### src/hw/rtl/cfr_pkg.sv
// cfr_pkg: shared types, constants and crc function for the framed receiver
// no dependencies

package cfr_pkg;

  localparam logic [7:0]  StxByte = 8'h02;
  localparam logic [7:0]  EtxByte = 8'h03;
  localparam logic [15:0] CrcInit = 16'hFFFF;
  localparam logic [15:0] CrcPoly = 16'h1021;

  localparam int unsigned PosW = 9;

  typedef enum logic [1:0] {
    ST_NONE    = 2'd0,
    ST_GOOD    = 2'd1,
    ST_LEN_REJ = 2'd2,
    ST_BAD     = 2'd3
  } status_e;

  typedef struct packed {
    logic    frame_ok;
    status_e status;
  } result_t;

  // crc-16 ccitt, msb first, one byte
  function automatic logic [15:0] crc_add_byte(logic [15:0] crc_in, logic [7:0] b);
    logic [15:0] c;
    c = crc_in ^ {b, 8'h00};
    for (int i = 0; i < 8; i++) begin
      if (c[15]) begin
        c = {c[14:0], 1'b0} ^ CrcPoly;
      end else begin
        c = {c[14:0], 1'b0};
      end
    end
    return c;
  endfunction

endpackage

### src/hw/rtl/cfr_if.sv
// cfr_in_if / cfr_out_if: valid/ready channels for received bytes and results
// no dependencies

interface cfr_in_if;
  logic       valid;
  logic       ready;
  logic [7:0] rx_byte;

  modport source (output valid, output rx_byte, input ready);
  modport sink   (input valid, input rx_byte, output ready);
endinterface

interface cfr_out_if;
  logic       valid;
  logic       ready;
  logic       frame_ok;
  logic [1:0] status;

  modport source (output valid, output frame_ok, output status, input ready);
  modport sink   (input valid, input frame_ok, input status, output ready);
endinterface

### src/hw/rtl/crc_checked_frame_receiver_top.sv
// crc_checked_frame_receiver_top: byte input register, parser, result register, apb config
// depends on cfr_pkg, cfr_if, cfr_parser
// path: byte to input register, parser step into result register when res_adv allows
// throughput: one byte per cycle unless out_if.ready holds off results; crc byte unrolled
// reset: async active low; parser idle, crc 0xffff, max_payload 255, both stages empty

module crc_checked_frame_receiver_top (
  input  logic             clk_i,
  input  logic             rst_ni,
  cfr_in_if.sink           in_if,
  cfr_out_if.source        out_if,
  input  logic             psel,
  input  logic             penable,
  input  logic             pwrite,
  input  logic [2:0]       paddr,
  input  logic [31:0]      pwdata,
  output logic [31:0]      prdata,
  output logic             pready
);
  import cfr_pkg::*;

  localparam logic RegMaxPayload = 1'b0;

  logic [7:0] max_payload_q;
  logic       s0_valid_q;
  logic [7:0] s0_byte_q;
  logic       res_valid_q;
  result_t    res_q;
  result_t    step_res;
  logic       res_adv;
  logic       s0_fire;
  logic       in_xfer;

  assign pready = 1'b1;
  assign prdata = (paddr[2] == RegMaxPayload) ? {24'h0, max_payload_q} : 32'h0;

  always_ff @(posedge clk_i or negedge rst_ni) begin
    if (!rst_ni) begin
      max_payload_q <= 8'hFF;
    end else if (psel && penable && pwrite && pready && paddr[2] == RegMaxPayload) begin
      max_payload_q <= pwdata[7:0];
    end
  end

  assign res_adv     = !res_valid_q || out_if.ready;
  assign s0_fire     = s0_valid_q && res_adv;
  assign in_if.ready = !s0_valid_q || res_adv;
  assign in_xfer     = in_if.valid && in_if.ready;

  cfr_parser u_parser (
    .clk_i,
    .rst_ni,
    .step_i        (s0_fire),
    .byte_i        (s0_byte_q),
    .max_payload_i (max_payload_q),
    .result_o      (step_res)
  );

  always_ff @(posedge clk_i or negedge rst_ni) begin
    if (!rst_ni) begin
      s0_valid_q  <= 1'b0;
      res_valid_q <= 1'b0;
    end else begin
      if (in_xfer) begin
        s0_valid_q <= 1'b1;
      end else if (s0_fire) begin
        s0_valid_q <= 1'b0;
      end
      if (s0_fire) begin
        res_valid_q <= 1'b1;
      end else if (out_if.ready) begin
        res_valid_q <= 1'b0;
      end
    end
  end

  always_ff @(posedge clk_i) begin
    if (in_xfer) begin
      s0_byte_q <= in_if.rx_byte;
    end
    if (s0_fire) begin
      res_q <= step_res;
    end
  end

  assign out_if.valid    = res_valid_q;
  assign out_if.frame_ok = res_q.frame_ok;
  assign out_if.status   = res_q.status;

endmodule

### src/hw/rtl/cfr_parser.sv
// cfr_parser: frame state and per-byte step logic with on-the-fly crc
// depends on cfr_pkg

module cfr_parser (
  input  logic                clk_i,
  input  logic                rst_ni,
  input  logic                step_i,
  input  logic [7:0]          byte_i,
  input  logic [7:0]          max_payload_i,
  output cfr_pkg::result_t    result_o
);
  import cfr_pkg::*;

  logic [PosW-1:0] pos_q, pos_d;
  logic [PosW-1:0] total_q, total_d;
  logic [7:0]      len_hi_q, len_hi_d;
  logic [15:0]     crc_q, crc_d;
  logic [15:0]     rx_crc_q, rx_crc_d;
  status_e         status;

  logic [PosW-1:0] pos_inc;
  logic [15:0]     body;
  logic [9:0]      body_lim;
  logic            good;

  assign pos_inc  = pos_q + PosW'(1);
  assign body     = {len_hi_q, byte_i};
  assign body_lim = 10'(max_payload_i) + 10'd2;
  assign good     = (pos_inc == total_q) && (byte_i == EtxByte) && (rx_crc_q == crc_q);

  always_comb begin
    pos_d    = pos_q;
    total_d  = total_q;
    len_hi_d = len_hi_q;
    crc_d    = crc_q;
    rx_crc_d = rx_crc_q;
    status   = ST_NONE;
    if (pos_q == '0) begin
      if (byte_i == StxByte) begin
        pos_d   = PosW'(1);
        total_d = '0;
        crc_d   = CrcInit;
      end
    end else begin
      pos_d = pos_inc;
      priority if (pos_inc == PosW'(2)) begin
        len_hi_d = byte_i;
      end else if (pos_inc == PosW'(3)) begin
        if (body < 16'd2 || body > 16'(body_lim)) begin
          pos_d  = '0;
          status = ST_LEN_REJ;
        end else begin
          total_d = body[PosW-1:0] + PosW'(6);
        end
      end else if (total_q < PosW'(8)) begin
        pos_d = '0;
      end else if (pos_inc >= total_q || pos_inc < PosW'(4)) begin
        status = good ? ST_GOOD : ST_BAD;
        pos_d  = '0;
      end else if (pos_inc <= total_q - PosW'(3)) begin
        crc_d = crc_add_byte(crc_q, byte_i);
      end else if (pos_inc == total_q - PosW'(2)) begin
        rx_crc_d = {byte_i, 8'h00};
      end else begin
        rx_crc_d = {rx_crc_q[15:8], byte_i};
      end
    end
  end

  always_ff @(posedge clk_i or negedge rst_ni) begin
    if (!rst_ni) begin
      pos_q    <= '0;
      total_q  <= '0;
      len_hi_q <= '0;
      crc_q    <= CrcInit;
      rx_crc_q <= '0;
    end else if (step_i) begin
      pos_q    <= pos_d;
      total_q  <= total_d;
      len_hi_q <= len_hi_d;
      crc_q    <= crc_d;
      rx_crc_q <= rx_crc_d;
    end
  end

  assign result_o.frame_ok = (status == ST_GOOD);
  assign result_o.status   = status;

  a_end_to_idle: assert property (@(posedge clk_i) disable iff (!rst_ni)
    step_i && status != ST_NONE |=> pos_q == '0)
    else $error("frame end did not return to idle");

  a_total_range: assert property (@(posedge clk_i) disable iff (!rst_ni)
    total_q == '0 || (total_q >= PosW'(8) && total_q <= PosW'(263)))
    else $error("frame total out of range");

  a_hold_no_step: assert property (@(posedge clk_i) disable iff (!rst_ni)
    !step_i |=> $stable(pos_q) && $stable(crc_q))
    else $error("state moved without a byte");

endmodule

### src/flat_wrapper.sv
// flat-port wrapper written by rule: the top's interface ports become plain ports
module crc_checked_frame_receiver_top_flat import cfr_pkg::*;
  (clk_i, rst_ni, psel, penable, pwrite, paddr, pwdata, prdata, pready, in_if_valid, in_if_rx_byte, in_if_ready, out_if_valid, out_if_frame_ok, out_if_status, out_if_ready);
  cfr_in_if in_if_i ();
  cfr_out_if out_if_i ();
  input  logic clk_i;
  input  logic rst_ni;
  input  logic psel;
  input  logic penable;
  input  logic pwrite;
  input  logic [2:0] paddr;
  input  logic [31:0] pwdata;
  output logic [31:0] prdata;
  output logic pready;
  input wire logic [$bits(in_if_i.valid)-1:0] in_if_valid;
  input wire logic [$bits(in_if_i.rx_byte)-1:0] in_if_rx_byte;
  output wire logic [$bits(in_if_i.ready)-1:0] in_if_ready;
  output wire logic [$bits(out_if_i.valid)-1:0] out_if_valid;
  output wire logic [$bits(out_if_i.frame_ok)-1:0] out_if_frame_ok;
  output wire logic [$bits(out_if_i.status)-1:0] out_if_status;
  input wire logic [$bits(out_if_i.ready)-1:0] out_if_ready;
  assign in_if_i.valid = in_if_valid;
  assign in_if_i.rx_byte = in_if_rx_byte;
  assign in_if_ready = in_if_i.ready;
  assign out_if_valid = out_if_i.valid;
  assign out_if_frame_ok = out_if_i.frame_ok;
  assign out_if_status = out_if_i.status;
  assign out_if_i.ready = out_if_ready;
  crc_checked_frame_receiver_top u_core (.clk_i(clk_i), .rst_ni(rst_ni), .in_if(in_if_i), .out_if(out_if_i), .psel(psel), .penable(penable), .pwrite(pwrite), .paddr(paddr), .pwdata(pwdata), .prdata(prdata), .pready(pready));
endmodule
### config.mk
export PLATFORM = sky130hd
export DESIGN_NAME = crc_checked_frame_receiver_top_flat
export DESIGN_NICKNAME = d
export VERILOG_FILES = /design/src/hw/rtl/cfr_pkg.sv /design/src/hw/rtl/cfr_if.sv /design/src/hw/rtl/crc_checked_frame_receiver_top.sv /design/src/hw/rtl/cfr_parser.sv /design/src/flat_wrapper.sv
export SDC_FILE = /design/constraint.sdc
export NUM_CORES = 1
export LEC_CHECK = 0
export BUFFER_PORTS_ARGS = -buffer_cell sky130_fd_sc_hd__buf_4
export CORE_MARGIN = 1
export CORE_UTILIZATION = 50
export DETAILED_ROUTE_END_ITERATION = 10
export PLACE_DENSITY = 0.72
export SLEW_MARGIN = 20
export SYNTH_ARGS = -nofsm -noshare
export SYNTH_HDL_FRONTEND = slang
export SYNTH_SLANG_ARGS = --single-unit
### constraint.sdc
create_clock -name clk_i -period 3.79 [get_ports clk_i]
set_input_delay 0.758 -clock clk_i [delete_from_list [all_inputs] [get_ports clk_i]]
set_output_delay 0.758 -clock clk_i [all_outputs]
set_load 0.03 [all_outputs]
=== Yosys cells after proc, flatten, opt, wreduce, memory -nomap -nowiden ===
Index checks and enable logic that the tools add are counted.

* Register bits after elaboration: 79
* Bits in latches: 0
* Memory bits (writable): 0
* ROM bits: 0
* Input bits: 50
* Output and inout port bits: 38
* Word-level logic and storage cells: 159
* Memories: 0

* Add/sub/neg operators: 5
* $mul: 0
* Divide/modulo/power cells: 0
* Order comparisons: 6
* Eq/ne operators: 14
* Shifts and indexed selects: 0
* Multiplexer cells: 82
* Bitwise operators: 16
* Reductions and logical operators: 24

{| class="wikitable"
|+ Operators with widths
! operator !! number
|-
| 16-bit two-way mux || 49
|-
| 9-bit two-way mux || 12
|-
| 13-bit two-way mux || 8
|-
| 3-bit NOT || 8
|-
| 9-bit by 2-bit == test with 1-bit output (second input constant) || 2
|-
| 9-bit == test || 2
|-
| 9-bit by 2-bit subtractor with 9-bit output (second input constant) || 2
|-
| 16-bit == test || 1
|-
| 8-bit by 2-bit == test with 1-bit output (second input constant) || 2
|-
| 16-bit by 9-bit > comparator with 1-bit output || 1
|-
| 16-bit by 2-bit < comparator with 1-bit output (second input constant) || 1
|-
| 8-bit two-way mux || 2
|-
| 16-bit bitwise XOR || 1
|-
| 2-bit two-way mux || 7
|-
| 7-bit AND reduction || 2
|-
| 2-bit inequality test (second input constant) || 5
|-
| 8-bit by 2-bit adder with 9-bit output (second input constant) || 1
|-
| 9-bit by 1-bit adder with 9-bit output (second input constant) || 1
|-
| 9-bit by 3-bit adder with 9-bit output (second input constant) || 1
|-
| 9-bit greater-or-equal comparator || 1
|-
| 9-bit less-or-equal comparator || 1
|-
| 9-bit zero test || 1
|-
| 9-bit by 3-bit < comparator with 1-bit output (second input constant) || 1
|-
| 9-bit by 4-bit < comparator with 1-bit output (second input constant) || 1
|-
| 12 further kinds || 34
|}

=== Depth between registers and ports, before layout ===
* Depth in word-level cells: 65
* Mapped depth: 14
* Mapped depth without buffers: 13

=== Modules after synthesis ===
Synthesis repeated with hierarchy kept, for this count alone.

* Cell total of the unflattened synthesis: 531
* Area, all modules: 5308.8 sq um

{| class="wikitable"
|+ Modules (own cells, without submodules)
! module !! instances !! cells each !! area each (sq um) !! seq. area each (sq um)
|-
| cfr_parser || 1 || 460 || 4300.4 || 1471.4
|-
| crc_checked_frame_receiver_top || 1 || 71 || 1008.5 || 590.6
|}

=== Worst setup path before layout ===
Ideal clock, no wire load.

* Kind: register to register
* Start: register u_core.u_parser.pos_q[0]
* End: register u_core.u_parser.rx_crc_q[11]
* Arrival time: 3.068 ns
* Setup slack: 0.595 ns
* Cell stages (with the launch flop): 14
* Path buffers: 1
* Clock period less this slack: 3.195 ns
* Cell sequence: dfrtp_1 ha_1 buf_6 nand2_1 or3_1 nand2_1 ha_1 and4_1 o311a_1 o22a_1 nor2_1 nand4b_4 nor2_4 mux2_1

* Longest elaborated chain between the ends: 5
* Elaborated cells on any way between the ends: 15
* Those cells by class: add/sub (1); order compare (3); eq/ne (3); bitwise (5); reduce/logical (3)

{| class="wikitable"
|+ RTL lines
! element !! RTL line !! RTL
|-
| from (decl) || cfr_parser.sv:14 || <nowiki>logic [PosW-1:0] pos_q, pos_d;</nowiki>
|-
| from (signal assigned) || cfr_parser.sv:78 || <nowiki>pos_q <= pos_d;</nowiki>
|-
| 9-bit by 1-bit adder with 9-bit output || cfr_parser.sv:26 || <nowiki>assign pos_inc = pos_q + PosW'(1);</nowiki>
|-
| 9-bit greater-or-equal comparator or 9-bit by 3-bit < comparator with 1-bit output (tied branches) || cfr_parser.sv:57 || <nowiki>end else if (pos_inc >= total_q || pos_inc < PosW'(4)) begin</nowiki>
|-
| 1-bit logical OR || cfr_parser.sv:57 ||
|-
| 1-bit NOT (no source line) || - ||
|-
| 8-bit AND reduction (no source line) (*) || - ||
|-
| to (signal assigned) || cfr_parser.sv:82 || <nowiki>rx_crc_q <= rx_crc_d;</nowiki>
|-
| to (decl) || cfr_parser.sv:18 || <nowiki>logic [15:0] rx_crc_q, rx_crc_d;</nowiki>
|}

Mark *: on every way between the ends. The rest lies on a longest branch, timed or not.
A chain may end at the register's enable or synchronous reset.

=== Final worst setup path ===
* Start: register u_core.u_parser.pos_q[2]
* End: register u_core.u_parser.rx_crc_q[12]

The elaborated chain is that of the path after synthesis.

==> impl_table.tex <==
\begin{tabular}{lr}
\hline
Metric & Value \\
\hline
\multicolumn{2}{l}{\textbf{Routing}} \\
\quad Antenna-violating nets left & 0 \\
\quad Total number of vias & 3,878 \\
\quad DRC violations left & 0 \\
\quad Initial drt markers & 235 \\
\quad Via density per instance & between 5 and 6 \\
\quad Count of TritonRoute iterations in the first routing pass & 4 \\
\quad Final wirelength & 11,300 µm \\
\quad Wire per inst & $\sim$16 µm \\
\multicolumn{2}{l}{\textbf{CTS}} \\
\quad Post-CTS sizing & 0 \\
\quad CTS buffer count & 9 \\
\quad Cts hold-fix bufs & 0 \\
\quad Latest clock arrival within the worst-skew pair & about 0.36 ns \\
\quad Number of buffers inserted to repair setup after CTS & 0 \\
\quad CTS tree & built \\
\quad Longest Clk Path Bufs & 2 \\
\quad Clk sinks & 79 \\
\quad Clock transition at the registers of the reported paths & 0.10 ns \\
\quad H-tree level count & 3 \\
\quad Root buffer selected by CTS & sky130\_fd\_sc\_hd\_\_clkbuf\_8 \\
\multicolumn{2}{l}{\textbf{Timing}} \\
\quad Max Clock Skew & 0.01926 ns \\
\quad Transition at the pin with the smallest max-transition slack & approximately 0.86 ns \\
\quad Final WS setup & about 0.22 ns \\
\quad Final slew viol count & 0 \\
\quad Sum Neg Setup Slack & 0 ns \\
\quad Worst hold slack across all endpoints & between 0.4 and 0.5 ns \\
\quad Worst-case headroom to the max-slew limit & 0.4247 \\
\quad Fmax & about 280 MHz \\
\quad Number of setup violations in the final report & 0 \\
\quad Final min period & 3.575 ns \\
\quad Final Hold Viols & 0 \\
\quad Setup repair after global routing missed its margin & no \\
\quad Post-route fraction of the period consumed by the critical path & 0.9432 \\
\multicolumn{2}{l}{\textbf{Floorplan}} \\
\quad Width of the die & 105.8 µm \\
\quad Initial Util & 0.5199 \\
\quad Core region area & 10,370 µm² \\
\quad I/O pin count & 88 \\
\quad Y dimension of the die & approximately 110 µm \\
\quad DIE AREA & 11,200 µm² \\
\quad Number of rows in the core area & 37 \\
\multicolumn{2}{l}{\textbf{Pwr}} \\
\quad Maximum ir drop on the vdd rail & 323.9 µV \\
\quad Reported net switching power & about 1.1 mW \\
\quad Cell Pwr Density & 495.4 nW/µm² \\
\quad Switching Share & 0.3657 \\
\quad Part of the total power dissipated in the clock network & 0.241 \\
\quad Static leakage & roughly 2.6 nW \\
\quad Internal power & 1.870 mW \\
\quad Combinational cell fraction of total power & 0.375 \\
\quad Power after layout & 2.948 mW \\
\quad Share of total power in sequential cells & 0.384 \\
\multicolumn{2}{l}{\textbf{Place}} \\
\quad Cell area reported after detailed placement & 5719 µm² \\
\quad Routability-driven placement congestion ratio & 0.8774 \\
\quad Post-detailed-placement half-perimeter wirelength & roughly 8500 µm \\
\quad Setup WS pre-CTS & between 0.2 and 0.3 ns \\
\quad IO Port Bufs & 36 \\
\multicolumn{2}{l}{\textbf{Logic synthesis}} \\
\quad Primary flip-flop cell chosen by synthesis mapping & sky130\_fd\_sc\_hd\_\_dfrtp\_1 \\
\quad Number of distinct library cells after synthesis & 73 \\
\quad Mean instance size in the synthesized netlist & around 10 µm² \\
\quad Top cells by instance count after synthesis & 45 x sky130\_fd\_sc\_hd\_\_xnor2\_1, 44 x sky130\_fd\_sc\_hd\_\_dfrtp\_1, 38 x sky130\_fd\_sc\_hd\_\_nand2\_1 \\
\quad Seq/Total Area, Yosys & 0.3825 \\
\quad Synthesized flop and latch total & just under 80 \\
\quad Synth top area cells & sky130\_fd\_sc\_hd\_\_dfrtp\_1 20\%, sky130\_fd\_sc\_hd\_\_dfstp\_2 12\%, sky130\_fd\_sc\_hd\_\_ha\_1 8.4\% \\
\quad Proportion of synthesized flip-flops having asynchronous set or reset & 0.8608 \\
\quad Number of enable-type register cells in the synthesized netlist & 11 \\
\quad Synth area leader & sky130\_fd\_sc\_hd\_\_dfrtp\_1 \\
\quad Synthesis warning total & 0 \\
\quad Cell with the most instances after synthesis & sky130\_fd\_sc\_hd\_\_xnor2\_1 \\
\quad Cell count after synthesis & 517 \\
\quad Post-Syn Area & 5391 µm² \\
\quad Top-area cell type share of the netlist area & 0.2042 \\
\multicolumn{2}{l}{\textbf{Cells and area}} \\
\quad Layout cells sized above 1 & 0.2290 \\
\quad Area taken by flip-flops and latches & 2062 µm² \\
\quad Total non-filler cell area in the finished layout & 5951 µm² \\
\quad Antenna diode count & 0 \\
\quad Area occupied by multi-input gates & 3024 µm² \\
\quad Number of nets at the end of the flow & 640 \\
\quad Total of fill cells in the finished design & 892 \\
\quad Relative area change from synthesis to final layout & 10.37\% \\
\multicolumn{2}{l}{\textbf{Setup path}} \\
\quad Reg-to-reg endpoint & u\_core.u\_parser.rx\_crc\_q[12] \\
\quad Element type at the critical path start & register \\
\quad Capturing element type of the critical path & register \\
\quad Setup CP Type & reg -> reg \\
\quad Startpoint of the worst register-to-register path & u\_core.u\_parser.pos\_q[2] \\
\quad Critical path arrival & roughly 3.8 ns \\
\quad Data required time of the critical path & 4.02 ns \\
\quad Path depth of the worst reg2reg path & 11 \\
\quad Worst reg2reg setup slack & 0.22 ns \\
\quad Worst-path maximum fanout & 12 \\
\multicolumn{2}{l}{\textbf{Global route}} \\
\quad Congestion Overflow GR & 0 \\
\quad Vias in the first global route & 3,786 \\
\quad Initial antenna violation count & 0 \\
\quad Largest net degree at the start of global routing & 69 \\
\quad Total global-route track usage & 0.2113 \\
\quad Global-route wire length before repair & 18,510 µm \\
\multicolumn{2}{l}{\textbf{Hold path}} \\
\quad Hold Path Class & in -> async \\
\multicolumn{2}{l}{\textbf{Run}} \\
\quad Max-cap viol count & 0 \\
\multicolumn{2}{l}{\textbf{Outcome}} \\
\quad Outcome & finished, final reports clean \\
\hline
\end{tabular}
[area by class of cell]
type	count	share of cell area
Clock inverter	6	0.01388
Sequential cell	79	0.3465
Inverter	24	0.01514
Multi-Input combinational cell	392	0.5082
Clock buffer	10	0.02502
Timing Repair Buffer	48	0.06266
Tap cell	136	0.02860
[registers in the layout, indices dropped and copies added, names as in the netlist, 2 cells and up]
register / cells
u_core.u_parser.crc_q: 16
u_core.u_parser.rx_crc_q: 16
u_core.u_parser.pos_q: 9
u_core.u_parser.total_q: 9
u_core.max_payload_q: 8
u_core.s0_byte_q: 8
u_core.u_parser.len_hi_q: 8
u_core.out_if.status: 2
[kinds of logic after synthesis]
family                     after synthesis  share of synthesized area
DFF                                     79                     0.3825
buffers and inverters                   69                    0.07264
muxes                                   24                    0.05013
xor gates and xnor gates                74                     0.1242
other                                    2                   0.001393
and+or+nand+nor                        146                     0.1527
AOI/OAI and AO/OA                       87                     0.1330
adders and majority gates               36                    0.08355
[layer usage]
layer | wire [µm] | global-route usage | vias to the layer above
li1 | - | - | 1874
met2 | 5407 | 0.3478 | 111
met1 | 5102 | 0.2810 | 1874
met5 | 0 | 0 | -
met3 | 568 | 0.03340 | 19
met4 | 222 | 0.07540 | 0
[worst max path at each step]
| stage | startpoint | to | slack (ns) | depth (start not counted) |
|---|---|---|---|---|
| floorplan | u_core.u_parser.pos_q[0] | u_core.u_parser.rx_crc_q[11] | 0.59 | 13 |
| global placement | u_core.u_parser.pos_q[2] | u_core.u_parser.rx_crc_q[11] | 0.34 | 11 |
| detailed placement | u_core.u_parser.pos_q[2] | u_core.u_parser.rx_crc_q[11] | 0.29 | 11 |
| CTS | u_core.u_parser.pos_q[2] | u_core.u_parser.rx_crc_q[12] | 0.25 | 11 |
| global route | u_core.u_parser.pos_q[0] | u_core.u_parser.rx_crc_q[8] | 0.01 | 12 |
| finish | u_core.u_parser.pos_q[2] | u_core.u_parser.rx_crc_q[12] | 0.22 | 11 |
[power groups by stage]
stage               sequential (mW)  combinational, mW  clock [mW]
floorplan                      1.11              0.893           0
global placement               1.14               1.07           0
detailed placement             1.15               1.09           0
CTS                            1.13               1.10       0.733
global route                   1.15               1.21       0.762
finish                         1.13               1.11       0.709
[placed cells by master (no fill, tap or decap), types with 15 or more instances in the layout]
cell,netlist,final
sky130_fd_sc_hd__buf_4,26,47
sky130_fd_sc_hd__mux2_2,16,16
sky130_fd_sc_hd__conb_1,2,25
sky130_fd_sc_hd__o21ai_0,15,15
sky130_fd_sc_hd__dfstp_2,24,24
sky130_fd_sc_hd__xnor2_1,45,45
sky130_fd_sc_hd__nand2_1,38,38
sky130_fd_sc_hd__inv_1,24,24
sky130_fd_sc_hd__xor2_1,27,27
sky130_fd_sc_hd__dfrtp_1,44,44
sky130_fd_sc_hd__ha_1,36,36
sky130_fd_sc_hd__nor2_1,18,18
[critical path: stages, from the launching register on]
cell and delay [ns]:
sky130_fd_sc_hd__dfrtp_1 0.62, sky130_fd_sc_hd__nand3_2 0.25, sky130_fd_sc_hd__or3_1 0.42, sky130_fd_sc_hd__nand2_1 0.15, sky130_fd_sc_hd__ha_1 0.25, sky130_fd_sc_hd__and4_1 0.23, sky130_fd_sc_hd__o311a_1 0.14, sky130_fd_sc_hd__o22a_1 0.26
sky130_fd_sc_hd__nor2_1 0.34, sky130_fd_sc_hd__nand4b_4 0.16, sky130_fd_sc_hd__nor2_4 0.27, sky130_fd_sc_hd__mux2_1 0.35
[stage by stage]
| stage | utilization | cells |
|---|---|---|
| detailed placement | 0.5515 | 679 |
| floorplan | - | 540 |
| finish | 0.5738 | 695 |
| CTS | 0.5738 | 695 |
| global placement | 0.5515 | 679 |
| global route | 0.5738 | 695 |
Power figures use the tool's default switching activity.
